===== src/design/drl_pkg.sv =====
// Shared types and constants for the delimited record lookup block.
`default_nettype none
package drl_pkg;

  // Row lengths up to 64 bytes, plus the full count itself.
  localparam int LEN_W   = 7;
  localparam int REF_MAX = 16;
  localparam int CFG_A_W = 3;

  // Configuration register indexes.
  localparam logic [CFG_A_W-1:0] CFG_SEP      = 3'd0;
  localparam logic [CFG_A_W-1:0] CFG_DELIM    = 3'd1;
  localparam logic [CFG_A_W-1:0] CFG_COLUMN   = 3'd2;
  localparam logic [CFG_A_W-1:0] CFG_REF_LEN  = 3'd3;
  localparam logic [CFG_A_W-1:0] CFG_REF_LOW  = 3'd4;
  localparam logic [CFG_A_W-1:0] CFG_REF_HIGH = 3'd5;

  typedef enum logic [2:0] {
    ST_ROW       = 3'd0,
    ST_NOT_FOUND = 3'd1,
    ST_UNTERM    = 3'd2,
    ST_EMPTY     = 3'd3,
    ST_OVERFLOW  = 3'd4
  } status_t;

  typedef enum logic [2:0] {
    PH_WAIT,
    PH_FIELD,
    PH_CLOSED,
    PH_GAP,
    PH_DONE
  } phase_t;

  typedef enum logic [1:0] {
    B_IDLE,
    B_READ,
    B_LOAD
  } bstate_t;

  typedef struct packed {
    logic [7:0]   sep;
    logic [7:0]   delim;
    logic [3:0]   column;
    logic [4:0]   ref_len;
    logic [127:0] ref_w;
  } cfg_t;

  // One job for the emitter: a single status word or a whole buffered row.
  typedef struct packed {
    status_t          st;
    logic [LEN_W-1:0] len;
  } job_t;

  typedef struct packed {
    logic             en;
    logic [LEN_W-1:0] addr;
    logic [7:0]       data;
  } mem_wr_t;

  typedef struct packed {
    logic pop;
    logic row_done;
  } back_stat_t;

endpackage
`default_nettype wire


===== src/design/delimited_record_lookup.sv =====
// Top level of the delimited record lookup: config registers, parser, queue, emitter.
//
// Usage:
//   in_*  : text words. in_tdata is one text byte, in_tuser is 1 for end of text
//           (in_tdata is then ignored). One word per cycle is taken while scanning and in_tready is high.
//   out_* : result words. out_tdata is the row byte, out_tuser holds status and
//           field end, out_tlast marks the final word of a run. Each end of text
//           yields one status word, or the matched row byte by byte, or nothing
//           after a row was already sent or an overflow reported.
//   cfg_* : write-only registers, to be written only while the block is idle; the block does not enforce it.
// A status word passes through the job queue, then the output register.
// Throughput: one text word per cycle in the parser while in_tready is high; a matched
// row drains byte by byte, each byte a buffer read and then a load of the output
// register, the next byte read only after the last one is loaded. While it drains, the
// input is held off once the parser leaves its done phase (after the closing end of text).
// Back pressure: out_tready low holds the output register; the two-entry job
// queue then fills and in_tready drops.
// Reset (rst_n low, synchronous): registers return to their defaults, parser,
// queue and emitter go idle. The row buffer is not cleared and needs no sweep.
`default_nettype none
module delimited_record_lookup import drl_pkg::*; #(
  parameter int ROW_MAX = 64
) (
  input  wire logic               clk,
  input  wire logic               rst_n,
  // in_tdata: [7:0] text_byte
  input  wire logic [7:0]         in_tdata,
  // in_tuser: [0] kind
  input  wire logic               in_tuser,
  input  wire logic               in_tvalid,
  output logic                    in_tready,
  // out_tdata: [7:0] row_byte
  output logic [7:0]              out_tdata,
  // out_tuser: [2:0] status, [3] field_end
  output logic [3:0]              out_tuser,
  output logic                    out_tlast,
  output logic                    out_tvalid,
  input  wire logic               out_tready,
  input  wire logic               cfg_we,
  input  wire logic [CFG_A_W-1:0] cfg_addr,
  input  wire logic [63:0]        cfg_wdata
);

  cfg_t       cfg_r, cfg_nxt;
  logic       q_push, q_full, q_valid;
  job_t       q_data, q_head;
  mem_wr_t    mem_wr;
  back_stat_t bstat;
  status_t    o_status;
  logic       o_fe;

  // Register file
  always_comb begin
    cfg_nxt = cfg_r;
    if (cfg_we) begin
      unique case (cfg_addr)
        CFG_SEP:      cfg_nxt.sep           = cfg_wdata[7:0];
        CFG_DELIM:    cfg_nxt.delim         = cfg_wdata[7:0];
        CFG_COLUMN:   cfg_nxt.column        = cfg_wdata[3:0];
        CFG_REF_LEN:  cfg_nxt.ref_len       = cfg_wdata[4:0];
        CFG_REF_LOW:  cfg_nxt.ref_w[63:0]   = cfg_wdata;
        CFG_REF_HIGH: cfg_nxt.ref_w[127:64] = cfg_wdata;
        default: begin
        end
      endcase
    end
  end

  always_ff @(posedge clk) begin
    if (!rst_n) begin
      cfg_r.sep     <= 8'd35;
      cfg_r.delim   <= 8'd124;
      cfg_r.column  <= 4'd0;
      cfg_r.ref_len <= 5'd1;
      cfg_r.ref_w   <= '0;
    end else begin
      cfg_r <= cfg_nxt;
    end
  end

  drl_front #(.ROW_MAX(ROW_MAX)) u_front (
    .clk       (clk),
    .rst_n     (rst_n),
    .cfg       (cfg_r),
    .in_tvalid (in_tvalid),
    .in_tready (in_tready),
    .in_tdata  (in_tdata),
    .in_tuser  (in_tuser),
    .q_full    (q_full),
    .q_push    (q_push),
    .q_data    (q_data),
    .mem_wr    (mem_wr),
    .row_done  (bstat.row_done)
  );

  drl_queue u_queue (
    .clk       (clk),
    .rst_n     (rst_n),
    .push      (q_push),
    .push_data (q_data),
    .full      (q_full),
    .valid     (q_valid),
    .head      (q_head),
    .pop       (bstat.pop)
  );

  drl_back #(.ROW_MAX(ROW_MAX)) u_back (
    .clk        (clk),
    .rst_n      (rst_n),
    .sep        (cfg_r.sep),
    .mem_wr     (mem_wr),
    .q_valid    (q_valid),
    .q_head     (q_head),
    .stat       (bstat),
    .out_valid  (out_tvalid),
    .out_ready  (out_tready),
    .out_status (o_status),
    .out_byte   (out_tdata),
    .out_fe     (o_fe),
    .out_last   (out_tlast)
  );

  assign out_tuser = {o_fe, o_status};

endmodule
`default_nettype wire


===== src/design/drl_front.sv =====
// Parser: accepts text words, tracks fields, fills the row buffer, queues jobs.
`default_nettype none
module drl_front import drl_pkg::*; #(
  parameter int ROW_MAX = 64
) (
  input  wire logic       clk,
  input  wire logic       rst_n,
  input  wire cfg_t       cfg,
  input  wire logic       in_tvalid,
  output logic            in_tready,
  input  wire logic [7:0] in_tdata,
  input  wire logic       in_tuser,
  input  wire logic       q_full,
  output logic            q_push,
  output job_t            q_data,
  output mem_wr_t         mem_wr,
  input  wire logic       row_done
);

  phase_t           phase_r, phase_nxt;
  logic [LEN_W-1:0] row_len_r, row_len_nxt;
  logic [4:0]       fidx_r, fidx_nxt;
  logic [6:0]       flen_r, flen_nxt;
  logic             still_r, still_nxt;
  logic             matched_r, matched_nxt;
  logic             seen_r, seen_nxt;
  logic             row_out_r, row_out_nxt;

  logic       acc, eof, is_delim, is_sep, col_hit, buf_full;
  logic [4:0] eff_len;
  logic [7:0] ref_b;

  // No new row may be written while the emitter still reads the old one.
  assign in_tready = !q_full && !(row_out_r && phase_r != PH_DONE);
  assign acc       = in_tvalid && in_tready;
  assign eof       = in_tuser;

  always_comb begin
    is_delim = in_tdata == cfg.delim;
    is_sep   = in_tdata == cfg.sep;
    col_hit  = fidx_r == {1'b0, cfg.column};
    buf_full = row_len_r >= LEN_W'(ROW_MAX);
    eff_len  = (cfg.ref_len > 5'(REF_MAX)) ? 5'(REF_MAX) : cfg.ref_len;
    ref_b    = cfg.ref_w[{flen_r[3:0], 3'b000} +: 8];
  end

  // Next phase
  always_comb begin
    phase_nxt = phase_r;
    if (acc) begin
      if (eof) begin
        phase_nxt = PH_WAIT;
      end else begin
        unique case (phase_r)
          PH_WAIT: begin
            if (is_delim) phase_nxt = PH_FIELD;
          end
          PH_FIELD: begin
            if (is_delim)      phase_nxt = PH_CLOSED;
            else if (buf_full) phase_nxt = PH_DONE;
          end
          PH_CLOSED: begin
            if (is_sep)         phase_nxt = buf_full ? PH_DONE : PH_GAP;
            else if (matched_r) phase_nxt = PH_DONE;
            else if (is_delim)  phase_nxt = PH_FIELD;
            else                phase_nxt = PH_WAIT;
          end
          PH_GAP: begin
            if (is_delim)      phase_nxt = PH_FIELD;
            else if (buf_full) phase_nxt = PH_DONE;
          end
          PH_DONE: phase_nxt = PH_DONE;
          default: phase_nxt = PH_WAIT;
        endcase
      end
    end
  end

  // Row counters, compare state and outputs
  always_comb begin
    row_len_nxt = row_len_r;
    fidx_nxt    = fidx_r;
    flen_nxt    = flen_r;
    still_nxt   = still_r;
    matched_nxt = matched_r;
    seen_nxt    = seen_r;
    row_out_nxt = row_done ? 1'b0 : row_out_r;
    q_push      = 1'b0;
    q_data.st   = ST_NOT_FOUND;
    q_data.len  = row_len_r;
    mem_wr.en   = 1'b0;
    mem_wr.addr = row_len_r;
    mem_wr.data = in_tdata;
    if (acc) begin
      if (eof) begin
        q_push = 1'b1;
        priority if (!seen_r) begin
          q_data.st = ST_EMPTY;
        end else if (phase_r == PH_DONE) begin
          q_push = 1'b0;
        end else if (phase_r == PH_FIELD) begin
          q_data.st = ST_UNTERM;
        end else if (matched_r && (phase_r == PH_CLOSED || phase_r == PH_GAP)) begin
          q_data.st   = ST_ROW;
          row_out_nxt = 1'b1;
        end else begin
          q_data.st = ST_NOT_FOUND;
        end
        row_len_nxt = '0;
        fidx_nxt    = '0;
        flen_nxt    = '0;
        still_nxt   = 1'b1;
        matched_nxt = 1'b0;
        seen_nxt    = 1'b0;
      end else begin
        seen_nxt = 1'b1;
        unique case (phase_r)
          PH_WAIT: begin
            if (is_delim) begin
              row_len_nxt = '0;
              fidx_nxt    = '0;
              flen_nxt    = '0;
              still_nxt   = 1'b1;
            end
          end
          PH_FIELD: begin
            if (is_delim) begin
              if (!matched_r && col_hit)
                matched_nxt = still_r && (eff_len != 5'd0) && (flen_r == {2'b00, eff_len});
            end else if (buf_full) begin
              q_push    = 1'b1;
              q_data.st = ST_OVERFLOW;
            end else begin
              mem_wr.en   = 1'b1;
              row_len_nxt = row_len_r + 1'b1;
              if (col_hit) begin
                if (flen_r < {2'b00, eff_len}) begin
                  if (ref_b != in_tdata) still_nxt = 1'b0;
                end else begin
                  still_nxt = 1'b0;
                end
              end
              if (flen_r != 7'd127) flen_nxt = flen_r + 1'b1;
            end
          end
          PH_CLOSED: begin
            if (is_sep) begin
              if (buf_full) begin
                q_push    = 1'b1;
                q_data.st = ST_OVERFLOW;
              end else begin
                mem_wr.en   = 1'b1;
                row_len_nxt = row_len_r + 1'b1;
                if (fidx_r != 5'd31) fidx_nxt = fidx_r + 1'b1;
                flen_nxt  = '0;
                still_nxt = 1'b1;
              end
            end else if (matched_r) begin
              q_push      = 1'b1;
              q_data.st   = ST_ROW;
              row_out_nxt = 1'b1;
            end else begin
              row_len_nxt = '0;
              fidx_nxt    = '0;
              flen_nxt    = '0;
              still_nxt   = 1'b1;
            end
          end
          PH_GAP: begin
            if (!is_delim) begin
              if (buf_full) begin
                q_push    = 1'b1;
                q_data.st = ST_OVERFLOW;
              end else begin
                mem_wr.en   = 1'b1;
                row_len_nxt = row_len_r + 1'b1;
              end
            end
          end
          PH_DONE: begin
          end
          default: begin
          end
        endcase
      end
    end
  end

  always_ff @(posedge clk) begin
    if (!rst_n) begin
      phase_r   <= PH_WAIT;
      row_len_r <= '0;
      fidx_r    <= '0;
      flen_r    <= '0;
      still_r   <= 1'b1;
      matched_r <= 1'b0;
      seen_r    <= 1'b0;
      row_out_r <= 1'b0;
    end else begin
      phase_r   <= phase_nxt;
      row_len_r <= row_len_nxt;
      fidx_r    <= fidx_nxt;
      flen_r    <= flen_nxt;
      still_r   <= still_nxt;
      matched_r <= matched_nxt;
      seen_r    <= seen_nxt;
      row_out_r <= row_out_nxt;
    end
  end

  a_no_write_while_draining: assert property (@(posedge clk) disable iff (!rst_n)
    mem_wr.en |-> !row_out_r)
    else $error("row buffer written while a row is being emitted");

  a_len_bounded: assert property (@(posedge clk) disable iff (!rst_n)
    row_len_r <= LEN_W'(ROW_MAX))
    else $error("row length beyond buffer depth");

endmodule
`default_nettype wire


===== src/design/drl_queue.sv =====
// Two-entry job queue between parser and emitter.
`default_nettype none
module drl_queue import drl_pkg::*; (
  input  wire logic clk,
  input  wire logic rst_n,
  input  wire logic push,
  input  wire job_t push_data,
  output logic      full,
  output logic      valid,
  output job_t      head,
  input  wire logic pop
);

  job_t       mem_r [2];
  logic       wp_r, wp_nxt;
  logic       rp_r, rp_nxt;
  logic [1:0] cnt_r, cnt_nxt;
  logic       do_push, do_pop;

  assign full    = cnt_r == 2'd2;
  assign valid   = cnt_r != 2'd0;
  assign head    = mem_r[rp_r];
  assign do_push = push && !full;
  assign do_pop  = pop && valid;

  always_comb begin
    wp_nxt  = do_push ? ~wp_r : wp_r;
    rp_nxt  = do_pop  ? ~rp_r : rp_r;
    cnt_nxt = cnt_r + {1'b0, do_push} - {1'b0, do_pop};
  end

  always_ff @(posedge clk) begin
    if (do_push) mem_r[wp_r] <= push_data;
  end

  always_ff @(posedge clk) begin
    if (!rst_n) begin
      wp_r  <= 1'b0;
      rp_r  <= 1'b0;
      cnt_r <= '0;
    end else begin
      wp_r  <= wp_nxt;
      rp_r  <= rp_nxt;
      cnt_r <= cnt_nxt;
    end
  end

  a_no_overrun: assert property (@(posedge clk) disable iff (!rst_n)
    push |-> !full)
    else $error("job pushed into a full queue");

endmodule
`default_nettype wire


===== src/design/drl_back.sv =====
// Emitter: holds the row buffer and drives result words from queued jobs.
`default_nettype none
module drl_back import drl_pkg::*; #(
  parameter int ROW_MAX = 64
) (
  input  wire logic    clk,
  input  wire logic    rst_n,
  input  wire logic [7:0] sep,
  input  wire mem_wr_t mem_wr,
  input  wire logic    q_valid,
  input  wire job_t    q_head,
  output back_stat_t   stat,
  output logic         out_valid,
  input  wire logic    out_ready,
  output status_t      out_status,
  output logic [7:0]   out_byte,
  output logic         out_fe,
  output logic         out_last
);

  localparam int AW = $clog2(ROW_MAX);

  logic [7:0] buf_mem [ROW_MAX];
  logic [7:0] rdata_r;

  bstate_t          st_r, st_nxt;
  logic [LEN_W-1:0] idx_r, idx_nxt;
  logic             ov_r, ov_nxt;
  status_t          os_r, os_nxt;
  logic [7:0]       ob_r, ob_nxt;
  logic             ofe_r, ofe_nxt;
  logic             ol_r, ol_nxt;
  logic             out_free, is_row, last_byte;

  always_ff @(posedge clk) begin
    if (mem_wr.en) buf_mem[mem_wr.addr[AW-1:0]] <= mem_wr.data;
    rdata_r <= buf_mem[idx_r[AW-1:0]];
  end

  assign out_free  = !ov_r || out_ready;
  assign is_row    = q_head.st == ST_ROW;
  assign last_byte = (idx_r + 1'b1) == q_head.len;

  // Next state
  always_comb begin
    st_nxt = st_r;
    unique case (st_r)
      B_IDLE: begin
        if (q_valid && is_row && q_head.len != '0) st_nxt = B_READ;
      end
      B_READ: st_nxt = B_LOAD;
      B_LOAD: begin
        if (out_free) st_nxt = last_byte ? B_IDLE : B_READ;
      end
      default: st_nxt = B_IDLE;
    endcase
  end

  // Outputs and datapath
  always_comb begin
    idx_nxt       = idx_r;
    ov_nxt        = ov_r && !out_ready;
    os_nxt        = os_r;
    ob_nxt        = ob_r;
    ofe_nxt       = ofe_r;
    ol_nxt        = ol_r;
    stat.pop      = 1'b0;
    stat.row_done = 1'b0;
    unique case (st_r)
      B_IDLE: begin
        if (q_valid) begin
          if (is_row) begin
            idx_nxt = '0;
            if (q_head.len == '0) begin
              stat.pop      = 1'b1;
              stat.row_done = 1'b1;
            end
          end else if (out_free) begin
            stat.pop = 1'b1;
            ov_nxt   = 1'b1;
            os_nxt   = q_head.st;
            ob_nxt   = '0;
            ofe_nxt  = 1'b0;
            ol_nxt   = 1'b1;
          end
        end
      end
      B_READ: begin
      end
      B_LOAD: begin
        if (out_free) begin
          ov_nxt  = 1'b1;
          os_nxt  = ST_ROW;
          ob_nxt  = rdata_r;
          ofe_nxt = rdata_r == sep;
          ol_nxt  = last_byte;
          if (last_byte) begin
            stat.pop      = 1'b1;
            stat.row_done = 1'b1;
          end else begin
            idx_nxt = idx_r + 1'b1;
          end
        end
      end
      default: begin
      end
    endcase
  end

  always_ff @(posedge clk) begin
    os_r  <= os_nxt;
    ob_r  <= ob_nxt;
    ofe_r <= ofe_nxt;
    ol_r  <= ol_nxt;
    idx_r <= idx_nxt;
  end

  always_ff @(posedge clk) begin
    if (!rst_n) begin
      st_r <= B_IDLE;
      ov_r <= 1'b0;
    end else begin
      st_r <= st_nxt;
      ov_r <= ov_nxt;
    end
  end

  assign out_valid  = ov_r;
  assign out_status = os_r;
  assign out_byte   = ob_r;
  assign out_fe     = ofe_r;
  assign out_last   = ol_r;

  a_status_is_last: assert property (@(posedge clk) disable iff (!rst_n)
    (ov_r && os_r != ST_ROW) |-> (ol_r && ob_r == 8'd0))
    else $error("status word not marked last");

  a_row_job_held: assert property (@(posedge clk) disable iff (!rst_n)
    (st_r != B_IDLE) |-> (q_valid && is_row))
    else $error("emitter busy without a row job at the queue head");

endmodule
`default_nettype wire


===== config.mk =====
export PLATFORM = sky130hd
export DESIGN_NAME = delimited_record_lookup
export DESIGN_NICKNAME = d
export VERILOG_FILES = /design/src/design/drl_pkg.sv /design/src/design/delimited_record_lookup.sv /design/src/design/drl_front.sv /design/src/design/drl_queue.sv /design/src/design/drl_back.sv
export SDC_FILE = /design/constraint.sdc
export NUM_CORES = 1
export LEC_CHECK = 0
export ABC_AREA = 0
export BUFFER_PORTS_ARGS = -buffer_cell sky130_fd_sc_hd__buf_2
export CAP_MARGIN = 20
export CELL_PAD_IN_SITES_DETAIL_PLACEMENT = 1
export CELL_PAD_IN_SITES_GLOBAL_PLACEMENT = 1
export CORE_ASPECT_RATIO = 0.6
export CORE_UTILIZATION = 48
export DETAILED_ROUTE_END_ITERATION = 8
export PLACE_DENSITY_LB_ADDON = 0.08
export SYNTH_ARGS = -nofsm -noshare
export SYNTH_HDL_FRONTEND = slang
export SYNTH_SLANG_ARGS = --single-unit

===== constraint.sdc =====
create_clock -name clk -period 2.8 [get_ports clk]
set_input_delay 0.28 -clock clk [delete_from_list [all_inputs] [get_ports clk]]
set_output_delay 0.28 -clock clk [all_outputs]
set_load 0.02 [all_outputs]

# == Word-level counts from Yosys, hierarchy flattened ==
# Memory sizes are Yosys's and may differ from the RTL's. A register that Yosys moved wholly into a read port is not among the register bits.
# Index checks and enable logic that the tools add are counted.
# totals
ramBits,532
elab_cells,258
memories,2
output_inout_bits,15
register_bits,206
in_bits,81
# mem_list
name,words,word_bits,rd,rd_ports_with_merged_regs,write_ports,line,text
u_back.buf_mem,64,8,1,1,1,drl_back.sv:23,logic [7:0] buf_mem [ROW_MAX];
u_queue.mem_r,2,10,1,1,1,drl_queue.sv:14,job_t mem_r [2];
# op_classes
n_lt_le_gt_ge,3
n_reduce_logical,50
muxes,131
eq_ne,39
n_bitwise,2
shifts,1
n_addsub,6
# ops
cell,count
indexed part select 128 x 8 -> 8 bit,1
two-way mux 7 bit,16
two-way mux 1 bit,62
two-way mux 3 bit,20
case mux 7 bit (3 select lines),2
two-way mux 5 bit,7
two-way mux 8 bit,4
== test 8 bit,3
adder 7 x 1 -> 7 bit (second input constant),3
inequality test 4 bit (second input constant),4
case mux 8 bit (2 select lines),1
AND reduction 2 bit,8
inequality test 3 bit (second input constant),5
case mux 3 bit (5 select lines),1
AND reduction 5 bit,3
case mux 7 bit (2 select lines),1
== test 3 x 2 -> 1 bit (second input constant),4
logical AND 1 bit,12
two-way mux 2 bit,6
case mux 3 bit (2 select lines),2
inequality test 2 x 1 -> 1 bit (second input constant),5
case mux 1 bit (2 select lines),5
case mux 5 bit (2 select lines),1
nonzero test 2 bit,5
other kinds (36),51

# == Depth between registers and ports, before layout ==
# depth
word_depth,13
depth_mapped,13
depth_no_buf,12

# == Modules after synthesis ==
# Synthesis repeated with hierarchy kept, for this count alone.
# hier_totals
cells_unflattened,2060
hier_area_um2,31450.2
# modules_own_cells
mod,instances,seq_area_each_um2,area_each_um2,cells_each
drl_back,1,16195.5,21568.2,1063
delimited_record_lookup,1,3062.9,5763.0,580
drl_front,1,520.5,3160.5,359
drl_queue,1,700.7,958.4,58

# == Worst setup path after synthesis ==
# OpenSTA, ideal clock, no wires.
# synth_timing
kind,reg-to-reg
start,register u_front.phase_r[0]
end,memory u_back.buf_mem[63][0] (enable)
path_slack_ns,-0.039
path_buffers,0
period_less_slack_ns,2.839
arrival_ns,2.468
stages_incl_launch_ff,8
t_required_ns,2.429
setup_ns,0.371
cell_sequence,dfxtp_1 -> or3b_1 -> a22oi_2 -> and2_0 -> nand2_1 -> nor4_1 -> nand3_1 -> nor2_1
# synth_via
elab_chain_cells,8
# synth_lines
item,line,text
from (decl),drl_front.sv:20,"phase_t phase_r, phase_nxt;"
from (signal assigned),drl_front.sv:200,phase_r <= phase_nxt;
inequality test 3 bit,drl_front.sv:34,assign in_tready = !q_full && !(row_out_r && phase_r != PH_DONE);
logical AND 1 bit,drl_front.sv:34,
zero test 1 bit,drl_front.sv:34,
logical AND 1 bit,drl_front.sv:34,
named net in_tready,delimited_record_lookup.sv:31,"output logic in_tready,"
logical AND 1 bit,drl_front.sv:35,assign acc = in_tvalid && in_tready;
two-way mux 1 bit,drl_front.sv:94,if (acc) begin
two-way mux 1 bit,drl_back.sv:36,if (mem_wr.en) buf_mem[mem_wr.addr[AW-1:0]] <= mem_wr.data;
two-way mux 1 bit (not written as such),drl_back.sv:36,
to (decl),drl_back.sv:23,
# The timed path passes the listed nets, and every way through them passes these cells.

# == Worst setup path in the final report ==
# layout_timing
start,register cfg_r[150] (netlist name)
end,memory u_back.buf_mem[47][6] (enable)
# layout_via
elab_chain_cells,7
# layout_lines
item,line,text
== test 8 bit,drl_front.sv:40,is_sep = in_tdata == cfg.sep;
two-way mux 1 bit,drl_front.sv:147,if (is_sep) begin
case mux 1 bit (2 select lines),drl_front.sv:117,unique case (phase_r)
two-way mux 1 bit,drl_front.sv:95,if (eof) begin
two-way mux 1 bit,drl_front.sv:94,
two-way mux 1 bit,drl_back.sv:36,
two-way mux 1 bit (not written as such),drl_back.sv:36,
# No other way between the ends.

==> results.yml <==
floorplanning:
  die-area_mm2: 0.0642
  row_count: 70
  start_util: 0.492
  num_io_pins: 96
  die_w_um: 327
  core-area_mm2: 0.0617
  die_y_um: 197
detailed_routing:
  detail_route.iter0.violations: 1973
  wl_met2_um: 37100
  top_layer: "met5"
  dr_wl_met3_um: 7410
  drc_errors: 0
  wl_per_cell_um: 27.3
  routed_wl_um: 87700
  num_vias: 18900
  routed_via_density: 5.88
  ant_nets: 0
  firstDrtPassIters: 5
  drt-met1-wl_um: 41400
setup_path:
  crit_type: "reg2reg"
  cp.required_ps: 3130
  regToRegEndpoint: "u_back.buf_mem[47][6]"
  critPathArrivalTime_ps: 3050
  cp_max_fo: 8
  crit_path_end_kind: "flop"
  reg2regPathDepth: 11
  r2r_slack_ps: 80
  reg2reg_from: "cfg_r[150]"
  start_kind: "flop"
clock_tree:
  cts_made_buffers: 70
  cts_tree: "done"
  clockBufferDepth: 3
  path_clk_slew_ps: 70
  clockRootBuffer: "clkbuf_16"
  clock_latency_ps: 630
  htree_num_levels: 3
  cts_num_sinks: 747
worst_hold_path:
  hold_start: "in_tdata[6]"
  hold_end: "u_back.buf_mem[52][6]"
  hold_depth: 2
  holdCritPathClass: "in2reg"
synth:
  synth.cell_area_mm2: 0.0303
  ys_ff_latch: 747
  yosysUniqueCellTypes: 65
  synthFlopType: "edfxtp_1"
  yosysWarnings: 0
  synth_edf_count: 552
  postSynthCellCount: 1999
  synthArstFlopShare: 0
  syn_nets: 2093
  ys_seq_area_frac: 0.675
  avgSynthCellArea_um2: 15.2
timing:
  max_clock_freq_ghz: 0.368
  setup_slack_ps: 84.3
  rsz0062_at_grt: "true"
  slew_violations: 0
  hold_violations: 0
  min_period_ps: 2720
  max_slew_margin: 0.379
  clock_skew_ps: 27.5
  finalSetupViolations: 0
  max_slew.worst_pin.slew_ps: 924
  fin_crit_sh: 0.970
global_route:
  antenna_found_initial: 2
  grt_overflow: 0
  grt_first_pass_wirelength_um: 128000
  grt_max_degree: 129
  grt_pass1_vias: 19500
  track_usage: 0.274
layout:
  nFillCells: 5790
  nets: 2418
  drive_gt1_frac: 0.277
  syn2layout_area_growth_pct: 20.2
power_and_ir_drop:
  ir_drop_v: 0.000484
  leakagePower_nw: 12.2
  p_per_area_mw_per_mm2: 659
  total_power_mw: 24.0
outcome:
  status: "finished, final reports clean"
placement:
  dp_slack_ps: -208
  portBuffers: 95
  hpwl_um: 57000
  finalWeightedCongestion: 0.828
flow_run:
  cap_violations: 0
[where the power goes]
group	internal, mW	switching (mW)	total (mW)
sequential	12.1	0.172	12.3
combinational	1.03	1.30	2.33
clock	5.18	4.24	9.42
[worst max-delay path by stage]
stage | start | end | slack, ps | cells after the start
floorplan | u_front.phase_r[0] | u_back.buf_mem[63][0] | -40 | 7
global placement | in_tdata[0] | u_back.buf_mem[57][3] | -180 | 14
detailed placement | in_tdata[3] | u_back.buf_mem[57][3] | -210 | 12
CTS | u_back.idx_r[0] | u_queue.cnt_r[1] | 0.6 | 12
global route | u_back.idx_r[2] | u_queue.cnt_r[1] | -70 | 12
finish | cfg_r[150] | u_back.buf_mem[47][6] | 80 | 11
[Yosys cell counts, types with 7 or more instances]
master | instances | area [um2]
nand4_1 | 7 | 43.8
edfxtp_1 | 552 | 16600
o21ai_0 | 13 | 65.1
and2_1 | 12 | 75.1
xnor2_1 | 35 | 307
nor2_1 | 131 | 492
nor3_1 | 9 | 45.0
buf_2 | 18 | 90.1
nand3_1 | 33 | 165
nor4_1 | 10 | 62.6
inv_1 | 18 | 67.6
ha_1 | 13 | 163
clkbuf_1 | 82 | 308
xor2_1 | 21 | 184
dfxtp_1 | 195 | 3900
nand2_1 | 335 | 1260
a21oi_1 | 158 | 791
mux4_2 | 193 | 4350
nor2b_1 | 10 | 62.6
buf_1 | 13 | 48.8
mux2i_1 | 44 | 440
[critical path: stages, from the launching register on]
cell and delay [ps]:
dfxtp_2 350, xor2_1 180, nor4_2 300, buf_4 160, and2_2 200, a21oi_1 120
nor4_1 280, buf_4 180, nand3_1 90, buf_6 190, nor2_1 150, buf_6 220
[placed cells by master, fill, tap and decap left out, drive strengths merged, types with 6 or more instances in the layout]
master	Yosys	routed
nand4	7	7
clkbuf	82	93
nor2	131	131
ha	13	13
and3	6	6
nor2b	10	10
nor4	12	12
mux4	193	193
xnor2	35	35
buf	36	307
clkinv	0	25
nor3	9	9
nand3	33	33
inv	18	22
o21ai	16	16
mux2i	44	44
and2	13	13
nand2	336	336
xor2	21	21
dfxtp	195	195
edfxtp	552	552
a21oi	158	158
dlygate4sd3	0	62
nand2b	6	6
[repair_timing]
item	CTS	global route
cloned	1	2
pin swaps	1	10
hold buffers	62	0
buffers inserted	0	2
hold endpoints to repair	127	0
endpoints found under the setup margin	86	304
resized for setup	18	61
[stage by stage]
step	hold WS [ps]	instances	area [um2]	utilization	setup TNS (ps)
after floorplan	379	1999	30300	-	-4490
after global placement	440	3014	33200	0.539	-25940
after detailed placement	448	3014	33200	0.539	-49320
after CTS	1.85	3205	36200	0.586	0
after global routing	21.7	3208	36400	0.591	-672
final	31.9	3209	36400	0.591	0
[flip-flops by register name, indices dropped and copies added, names as in the netlist, 2 cells and up, named ones only]
| signal | count |
|---|---|
| u_back.st_r | 2 |
| u_queue.mem_r | 20 |
| u_back.rdata_r | 8 |
| u_front.phase_r | 3 |
| u_back.out_byte | 8 |
| cfg_r | 153 |
| u_front.row_len_r | 7 |
| u_queue.cnt_r | 2 |
| u_front.fidx_r | 5 |
| u_front.flen_r | 7 |
| u_back.buf_mem | 512 |
| u_back.idx_r | 7 |
| u_back.out_status | 3 |
[cell families after synthesis]
group / synth area share
flops: 0.675
simple gates: 0.0822
mux: 0.158
compound gates: 0.0428
buf+inv: 0.0186
xor+xnor: 0.0177
fa+ha+maj: 0.00536
[metal layers]
layer | global-route usage | vias to the layer above
li1 | - | 8211
met1 | 0.428 | 9888
met2 | 0.384 | 652
met3 | 0.0687 | 118
met4 | 0.0658 | 2
met5 | 0 | -
[area by class of cell]
| class | instances | area, um2 | share of cell area |
|---|---|---|---|
| Inverter | 18 | 70.1 | 0.00192 |
| Clock inverter | 37 | 304 | 0.00834 |
| Sequential cell | 747 | 20500 | 0.562 |
| Clock buffer | 91 | 1890 | 0.0519 |
| Antenna cell | 1 | 2.50 | 0.0000687 |
| Multi-Input combinational cell | 1116 | 9460 | 0.260 |
| Tap cell | 828 | 1040 | 0.0284 |
| Timing Repair Buffer | 371 | 3190 | 0.0875 |
Note: power is estimated with default switching activity, not from simulation.
